==> src/hdl/tels_pkg.sv <==
package tels_pkg;

  // Character codes the parser and the put unit look for.
  localparam logic [7:0] ESC_CHAR      = 8'h1B;
  localparam logic [7:0] LBRACKET_CHAR = 8'h5B;
  localparam logic [7:0] NEWLINE_CHAR  = 8'h0A;
  localparam logic [7:0] FINAL_LO      = 8'h40;
  localparam logic [7:0] FINAL_HI      = 8'h7E;
  localparam logic [7:0] CHAR_1        = 8'h31;
  localparam logic [7:0] CHAR_2        = 8'h32;
  localparam logic [7:0] CHAR_3        = 8'h33;
  localparam logic [7:0] CHAR_A        = 8'h41;
  localparam logic [7:0] CHAR_F        = 8'h46;
  localparam logic [7:0] CHAR_G        = 8'h47;
  localparam logic [7:0] CHAR_H        = 8'h48;
  localparam logic [7:0] CHAR_J        = 8'h4A;
  localparam logic [7:0] CHAR_K        = 8'h4B;

  // Longest control sequence body that is collected.
  localparam int SEQ_MAX = 7;

  // Item action codes.
  typedef enum logic [1:0] {
    ACT_STREAM = 2'd0,
    ACT_READ   = 2'd1,
    ACT_NEW    = 2'd2,
    ACT_NONE   = 2'd3
  } action_t;

  // What the put unit asks of the sequencer for one byte.
  typedef struct packed {
    logic write_en;
    logic set_overflow;
  } put_ctl_t;

endpackage

==> src/hdl/tels_put_unit.sv <==
module tels_put_unit #(
  parameter int ROWS = 64,
  parameter int COLS = 1024,
  localparam int RW  = (ROWS > 1) ? $clog2(ROWS) : 1,
  localparam int CW  = $clog2(COLS),
  localparam int RUW = $clog2(ROWS + 1)
) (
  input  logic [7:0]         put_byte,
  input  logic [RW-1:0]      row,
  input  logic [CW-1:0]      column,
  input  logic [RUW-1:0]     rows_used,
  output logic [RW-1:0]      row_next,
  output logic [CW-1:0]      column_next,
  output logic [RUW-1:0]     rows_used_next,
  output tels_pkg::put_ctl_t ctl
);
  import tels_pkg::*;

  logic [RUW-1:0] row_inc;

  assign row_inc = RUW'(row) + RUW'(1);

  // A newline moves down, growing the screen on its last row (overflow
  // if no row is left); other bytes are stored unless the row is full.
  always_comb begin
    row_next       = row;
    column_next    = column;
    rows_used_next = rows_used;
    ctl            = '0;
    if (put_byte == NEWLINE_CHAR) begin
      column_next = '0;
      if (row_inc < rows_used) begin
        row_next = RW'(row_inc);
      end else if (row_inc < RUW'(ROWS)) begin
        rows_used_next = row_inc + RUW'(1);
        row_next       = RW'(row_inc);
      end else begin
        ctl.set_overflow = 1'b1;
      end
    end else if (column < CW'(COLS - 1)) begin
      ctl.write_en = 1'b1;
      column_next  = column + CW'(1);
    end
  end

endmodule

==> config.mk <==
export PLATFORM = sky130hd
export DESIGN_NAME = tels_put_unit
export DESIGN_NICKNAME = d
export VERILOG_FILES = /design/src/hdl/tels_pkg.sv /design/src/hdl/tels_put_unit.sv
export SDC_FILE = /design/constraint.sdc
export NUM_CORES = 1
export LEC_CHECK = 0
export ABC_AREA = 1
export BUFFER_PORTS_ARGS = -buffer_cell sky130_fd_sc_hd__buf_2
export CORE_MARGIN = 3
export CORE_UTILIZATION = 48
export DETAILED_ROUTE_END_ITERATION = 10
export GPL_TIMING_DRIVEN = 0
export PLACE_DENSITY = 0.9
export SLEW_MARGIN = 20
export SYNTH_ARGS = -nofsm -noshare
export SYNTH_HDL_FRONTEND = slang
export SYNTH_SLANG_ARGS = --single-unit
==> constraint.sdc <==
create_clock -name vclk -period 2.1
set_input_delay 0 -clock vclk [all_inputs]
set_output_delay 0 -clock vclk [all_outputs]
set_load 0.005 [all_outputs]
# Word level (Yosys, flattened, before mapping)
# Cells that the tools add are included.
# totals
regBits	0
out_inout_bits	25
input_bits	31
word_cells	20
# classes
add_sub_neg	3
n_lt_le_gt_ge	3
mux	13
n_eq_ne	1
# op_table
cell	count
2-to-1 mux 7 bit	3
2-to-1 mux 10 bit	2
2-to-1 mux 6 bit	3
adder 10 x 1 -> 10 bit, second input constant	1
less-than comparator 10 bit, second input constant	1
== test 8 x 4 -> 1 bit, second input constant	1
adder 6 x 1 -> 7 bit, second input constant	1
adder 7 x 1 -> 7 bit, second input constant	1
less-than comparator 7 bit	1
less-than comparator 7 bit, second input constant	1
2-to-1 mux 1 bit	5

# Logic depth before layout (Yosys ltp)
# Gate-level depths: netlist of the first run.
# depth
depth_word	5
depth_mapped	16
mapped_depth_nobuf	15

# Worst setup path before layout of the first run
# OpenSTA, ideal clock, no wires.
# synth_path
path_type	input port to output port
start	input row[0]
end	output row_next[0]
n_path_buf	1
cell_stages	16
setup_slack_ns	0.394
t_required_ns	2.100
arrival_time_ns	1.706
cell_sequence	ha_1 -> nand2_1 -> inv_1 -> nor2_1 -> ha_1 -> a21oi_1 -> a21boi_0 -> nor2_1 -> nand2_1 -> nand3_4 -> nand2_4 -> buf_8 -> nand2_4 -> nand2_1 -> nand2_1 -> nand2_1
# synth_between
elab_chain_len	5
word_cells_on_any_way	6
cone_classes	add/sub: 1; order compare: 2; mux: 3
# synth_lines
item	line	rtl
start: declaration	tels_put_unit.sv:9	input logic [RW-1:0] row,
adder 6 x 1 -> 7 bit	tels_put_unit.sv:21	assign row_inc = RUW'(row) + RUW'(1);
less-than comparator 7 bit	tels_put_unit.sv:34	end else if (row_inc < RUW'(ROWS)) begin
2-to-1 mux 6 bit	tels_put_unit.sv:34	
2-to-1 mux 6 bit	tels_put_unit.sv:32	if (row_inc < rows_used) begin
2-to-1 mux 6 bit *	tels_put_unit.sv:30	if (put_byte == NEWLINE_CHAR) begin
end: declaration	tels_put_unit.sv:12	output logic [RW-1:0] row_next,
# Every way passes the cells marked *; elsewhere a longest branch is shown, timed or not.

# Worst setup path after layout of the first run
# layout_path
start	input row[1]
end	output row_next[0]
# layout_between
elab_chain_len	5
word_cells_on_any_way	6
cone_classes	add/sub: 1; order compare: 2; mux: 3
# layout_lines
item	line
adder 6 x 1 -> 7 bit *	tels_put_unit.sv:21
less-than comparator 7 bit	tels_put_unit.sv:34
2-to-1 mux 6 bit	tels_put_unit.sv:34
2-to-1 mux 6 bit *	tels_put_unit.sv:32
2-to-1 mux 6 bit *	tels_put_unit.sv:30
# Marked as above.

==> metrics.md, run 1 <==
| Metric | Value |
|---|---|
| Design Power | 0.261 mW |
| Sw Share | 53.4% |
| Total GRT Usage | 20.9% |
| Core area | 1980 um2 |
| Critical path's slowest cell | ha_1 |
| Sequential cell count | 0 |
| Die H | 52.1 um |
| Residual DRC | 0 |
| Post-Syn Nets | 239 |
| Cell Area, Synth | 1020 um2 |
| Die Width | 52.1 um |
| Slew margin rel. | 66.6% |
| Crit path DAT | 1.91 ns |
| Clock share of power | 0% |
| Iter 0 DRT Violations | 25 |
| Net Switching | between 0.1 and 0.15 mW |
| Synthesis-to-layout area growth | 40.2% |
| Drt total wl | about 2800 um |
| Post-Synth XOR/XNOR Area | ~7.7% |
| Hold Path End | row_next[5] |
| FP Rows | 16 |
| Fin. Hold Viols | 0 |
| Fin cells | 288 |
| Post-Syn Area per Cell | 5.08 um2 |
| Initial Utilization | 51.5% |
| Cell breakdown of the critical path | buf_2 > nand3_2 > xor2_2 > inv_1 > ha_1 > a21boi_1 > nor2_1 > nand2_1 > nand3_4 > nand2_4 > buf_8 > nand2_4 > nand2_1 > nand2_1 > nand2_1 > buf_2 |
| Worst-Margin Slew | approximately 0.5 ns |
| Clkbuf count | 0 |
| Largest family of logic cells by synthesized area | simple AND/OR/NAND/NOR gates |
| Port-buffer cells | 56 |
| FF/Latch Area | 0 um2 |
| Period utilization | 90.7% |
| Crit-path max FO | 10 |
| Cell area after layout | 1430 um2 |
| Global route overflow | 0 |
| Number of cells on the critical path | 16 |
| Crit path capture type | output port |
| Global-route wire length before repair | 4660 um |
| Tmin final | 1.91 ns |
| Worst Min Path Start | row[5] |
| Final HPWL DP | 2260 um |
| Setup TNS | 0 ns |
| ANT nets after route | 0 |
| Post-Synthesis Cells | approximately 200 |
| Pint | between 0.1 and 0.15 mW |
| Final Wtd Congestion | 0.885 |
| Synth Area in Simple Gates | a little under three fifths |
| DR vias/cell | 4.80 |
| WHS Path Cells | 4 |
| Final setup vio count | 0 |
| Register share of total power | 0% |
| WS Path Type | in2out |
| Top cell by count, worst path | nand2_1 |
| Power Density | 182 nW/um2 |
| Routed WL per cell | 9.70 um |
| Vias in the first global route | between 1,000 and 1,500 |
| Placed insts | 284 |
| Post-synthesis mux area share | 0% |
| Hold WS | 0.280 ns |
| Detailed Routing Iterations Pass 1 | 4 |
| Total of max-cap violations | 0 |
| Number of antenna violations at the first check in global routing | 0 |
| Slowest Stage Delay on Critical Path | approximately 0.28 ns |
| CTS Hold Bufs | 0 |
| Netlist cell types | 27 |
| Post-synthesis compound-gate area fraction | about 11% |
| Crit path buf inv count | 4 |
| Die footprint | 2720 um2 |
| Fillers | 194 |
| Post-Synth Adder-Cell Area | 8.58% |
| Status | finished, final reports clean |
| Family with the most delay on the worst path | simple AND/OR/NAND/NOR gates |
| I/O Pins | 56 |
| Sequential area share after synthesis | 0% |
| Layout Nets | 301 |
| Worst hold path type | in2out |
| Static Leak | 0.846 nW |
| Ant. Diodes | 0 |
| Vias | roughly 1,400 |
| Share of post-route cells with drive strength above 1 | 32.2% |
| F_max | around 520 MHz |
| Max Slew Vio Count | 0 |
| Crit path launch type | input pin |
| Worst EP required | between 2 and 2.5 ns |
| YS warnings | 0 |
| Comb power frac | between 90% and 100% |
| DP Area | 1340 um2 |
| VDD IR max | 102 uV |
| Largest net degree at the start of global routing | 11 |
-- tightest hold or removal path: cells and delay by family --
kind / cells / cell delay (ns)
and+or+nand+nor: 2 / 0.10
buffers and inverters: 2 / 0.19
-- timing repair --
action | in CTS | in global routing
gates resized for setup | 2 | 11
cloned | 0 | 0
pin swaps | 0 | 2
setup buffers | 0 | 4
setup endpoints to repair | 14 | 14
-- metal layers --
metal	share of wire (%)	track usage, %	vias up
li1	-	-	752
met3	7.6	0.860	0
met2	49	40.4	47
met1	44	26.5	583
met4	0	0	0
met5	0	0	-
-- stage by stage --
stage	setup slack [ns]	util, %
finish	0.194	72.2
detailed placement	-0.131	67.4
global route	-0.00385	72.2
floorplan	0.394	-
global placement	-0.0803	67.4
CTS	0.00544	67.7
-- kinds of logic after synthesis --
logic type,count (synthesis)
xor+xnor,9
fa+ha+maj,7
compound gates,19
simple gates,125
buf+inv,41
-- area by class of cell --
| type | count | area, um2 | area share, % |
|---|---|---|---|
| Multi-Input combinational cell | 160 | 920 | 64.2 |
| Inverter | 39 | 146 | 10.2 |
| Timing Repair Buffer | 60 | 313 | 21.9 |
| Tap cell | 27 | 33.8 | 2.36 |
| Buffer | 2 | 18.8 | 1.31 |
-- cell usage in the layout (no fill, tap or decap), drive strengths merged --
master	n
a2bb2oi	1
o31a	1
nor2	20
nand4	2
buf	60
o21bai	1
xnor2	4
nor3	5
o31ai	1
nand2	71
nor4	3
a21boi	1
ha	7
xor2	5
nand3	24
clkbuf	2
o21ai	11
a21oi	3
inv	39
-- synthesized netlist by cell type (all sizes together) (2+ instances only) --
| master | number | area (um2) |
|---|---|---|
| nand2 | 71 | 287 |
| inv | 39 | 146 |
| nand3 | 24 | 138 |
| nor2 | 20 | 95.1 |
| o21ai | 11 | 55.1 |
| ha | 7 | 87.6 |
| nor3 | 5 | 25.0 |
| xor2 | 5 | 43.8 |
| xnor2 | 4 | 35.0 |
| a21oi | 3 | 15.0 |
| nor4 | 3 | 18.8 |
| nand4 | 2 | 12.5 |
-- power groups by stage --
| stage | Clock, mW | Sequential, mW | Combinational (mW) |
|---|---|---|---|
| after detailed placement | 0 | 0 | 0.233 |
| after global routing | 0 | 0 | 0.299 |
| final | 0 | 0 | 0.261 |
| after floorplan | 0 | 0 | 0.147 |
| after CTS | 0 | 0 | 0.236 |
| after global placement | 0 | 0 | 0.228 |
-- how the worst max path moves through the flow --
stage | from | end | slack [ns]
floorplan | row[0] | row_next[0] | 0.39
global placement | row[0] | row_next[0] | -0.08
detailed placement | row[0] | row_next[0] | -0.13
CTS | row[0] | row_next[0] | 0.005
global route | row[0] | row_next[2] | -0.004
finish | row[1] | row_next[0] | 0.19
No activity file was read; power rests on OpenSTA's default activity.
==> run 2, diff against run 1 <==
==> constraint.sdc (replaced) <==
create_clock -name vclk -period 1.8
set_input_delay 0 -clock vclk [all_inputs]
set_output_delay 0 -clock vclk [all_outputs]
set_load 0.005 [all_outputs]
==> run 2 against run 1 <==
The run now ends with negative setup slack left. Critical path depth increased by 1. Utilization is 6.8 points higher. Non-clock buffer count increased by 2. Setup slack worse by 0.22 ns. Die area is the same. Sequential cell count unchanged. Clock-buffer cell count is the same. Critical path type unchanged. Largest power group unchanged. Highest routed layer is now met4.
==> metrics.md, run 2 (same netlist as run 1, synthesis figures left out) <==
| Metric | Value |
|---|---|
| Register share of total power | 0% (about the same) |
| Period utilization | 102% |
| Fin. Hold Viols | 0 (unchanged) |
| Initial Utilization | 51.5% (unchanged) |
| DR vias/cell | 5.09 (was 4.80) |
| Final worst slack | -0.0287 ns (was 0.194 ns) |
| Routed WL per cell | 11.4 um (was 9.70 um) |
| Net Switching | 0.190 mW (was 0.139 mW) |
| ANT nets after route | 0 (unchanged) |
| Final HPWL DP | 2260 um (unchanged) |
| Core area | 1980 um2 (unchanged) |
| RSZ-0062 raised after global routing | true |
| DP Area | 1340 um2 (unchanged) |
| Ant. Diodes | 0 (unchanged) |
| Die H | 52.1 um (unchanged) |
| Total GRT Usage | 22.9% (was 20.9%) |
| WS Path Type | in2out (unchanged) |
| Worst Min Path Start | row[5] (unchanged) |
| Layout Nets | 303 (was 301) |
| Sw Share | 52.7% (was 53.4%) |
| Tmin final | 1.83 ns |
| Max Slew Vio Count | 0 (unchanged) |
| Placement Setup Slack | -0.431 ns (was -0.131 ns) |
| VDD IR max | 133 uV (was 102 uV) |
| Crit path capture type | output port (unchanged) |
| Vias | 1,475 (was 1,382) |
| Clkbuf count | 0 (unchanged) |
| Failing checks | negative setup slack |
| Iter 0 DRT Violations | 37 (was 25) |
| F_max | 547 MHz |
| Crit path launch type | input pin (unchanged) |
| Leading cell type in the layout, fill and taps excluded | nand2_1 (unchanged) |
| Residual DRC | 0 (unchanged) |
| Crit-path max FO | 6 (was 10) |
| Crit path DAT | 1.83 ns (was 1.91 ns) |
| Share of post-route cells with drive strength above 1 | 37.3% (was 32.2%) |
| Number of antenna violations at the first check in global routing | 0 (unchanged) |
| Worst EP required | 1.80 ns (was 2.10 ns) |
| Largest net degree at the start of global routing | 11 (unchanged) |
| Drt total wl | 3300 um (was 2790 um) |
| Crit path from | row[0] (was row[1]) |
| Clock share of power | 0% (about the same) |
| Worst hold path type | in2out (unchanged) |
| Total of max-cap violations | 0 (unchanged) |
| Placed insts | 284 (unchanged) |
| Slew margin rel. | 67.9% (was 66.6%) |
| Die footprint | 2720 um2 (unchanged) |
| Static Leak | 0.893 nW (was 0.846 nW) |
| Global route overflow | 0 (unchanged) |
| CTS Hold Bufs | 0 (unchanged) |
| Sequential cell count | 0 (unchanged) |
| Status | finished, violations left (was finished, final reports clean) |
| Detailed Routing Iterations Pass 1 | 4 (unchanged) |
| Pint | 0.170 mW (was 0.121 mW) |
| Most frequent cells in the layout | nand2_1 (58), buf_2 (53), inv_1 (36), nand3_1 (20), nor2_1 (12) (was nand2_1 (67), buf_2 (55), inv_1 (37), nand3_1 (21), nor2_1 (12)) |
| FP Rows | 16 (unchanged) |
| I/O Pins | 56 (unchanged) |
| Final Wtd Congestion | 0.885 (unchanged) |
| FF/Latch Area | 0 um2 (unchanged) |
| Layout Utilization | 79.0% (was 72.2%) |
| Vias in the first global route | 1,307 (was 1,209) |
| Worst-Margin Slew | 0.479 ns (was 0.499 ns) |
| Synthesis-to-layout area growth | 53.4% (was 40.2%) |
| Comb power frac | 100.0% (about the same) |
| Die Width | 52.1 um (unchanged) |
| Fin cells | 290 (was 288) |
| Cell area after layout | 1570 um2 (was 1430 um2) |
| Global-route wire length before repair | 5110 um (was 4660 um) |
| Final setup vio count | 4 (was 0) |
| Port-buffer cells | 56 (unchanged) |
| Power Density | 230 nW/um2 (was 182 nW/um2) |
| Design Power | 0.360 mW (was 0.261 mW) |
run 2: timing repair:
| action | in CTS | in global routing |
|---|---|---|
| buffers inserted | 3 | 2 |
| pin swaps | 6 | 10 |
| endpoints found under the hold margin | 0 | 0 |
| cloned | 0 | 1 |
| setup endpoints to repair | 14 | 14 |
| gates resized for setup | 17 | 23 |
run 2: critical path, cell delays in order:
cell and delay (ns):
buf_12 0.12, ha_4 0.17, nor2_4 0.12, nor2_4 0.06
ha_4 0.27, nand3_2 0.08, a21boi_1 0.18, nor2_1 0.07
nand2_1 0.09, nand3_4 0.08, nand2_4 0.10, buf_8 0.14
nand2_4 0.05, nand2_2 0.07, nand2_2 0.04, nand2_1 0.07
buf_2 0.10
run 2: layout make-up:
type	instances	area, um2
plain buffers	2	18.8
multi-input cells	160	987
inverters	39	151
fillers	157	415
repair buffers	62	375
well taps	27	33.8
run 2: power groups by stage:
stage | registers [mW] | clock network (mW) | logic (mW)
2_1_floorplan | 0 | 0 | 0.171
3_3_place_gp | 0 | 0 | 0.266
3_5_place_dp | 0 | 0 | 0.272
4_1_cts | 0 | 0 | 0.303
5_1_grt | 0 | 0 | 0.403
6_report | 0 | 0 | 0.360
run 2: worst paths after layout:
path     endpoint  slack [ns]  cells after the start
max   row_next[2]       -0.03                     17
min   row_next[5]        0.28                      4
run 2: per-stage QoR:
step	hold slack, ns	TNS [ns]
floorplan	0.0908	0
global placement	0.277	-4.84
detailed placement	0.283	-5.49
CTS	0.285	0
global route	0.336	-1.82
finish	0.283	-0.0685
run 2: per-layer routing:
layer / share of wire, % / vias up / track usage (%) / wire (um)
met5: 0 / - / 0 / 0
met4: 0.55 / 0 / 1.31 / 18
met3: 6.8 / 4 / 1.15 / 226
met2: 52 / 67 / 45.0 / 1700
met1: 41 / 645 / 27.9 / 1350
li1: - / 759 / - / -
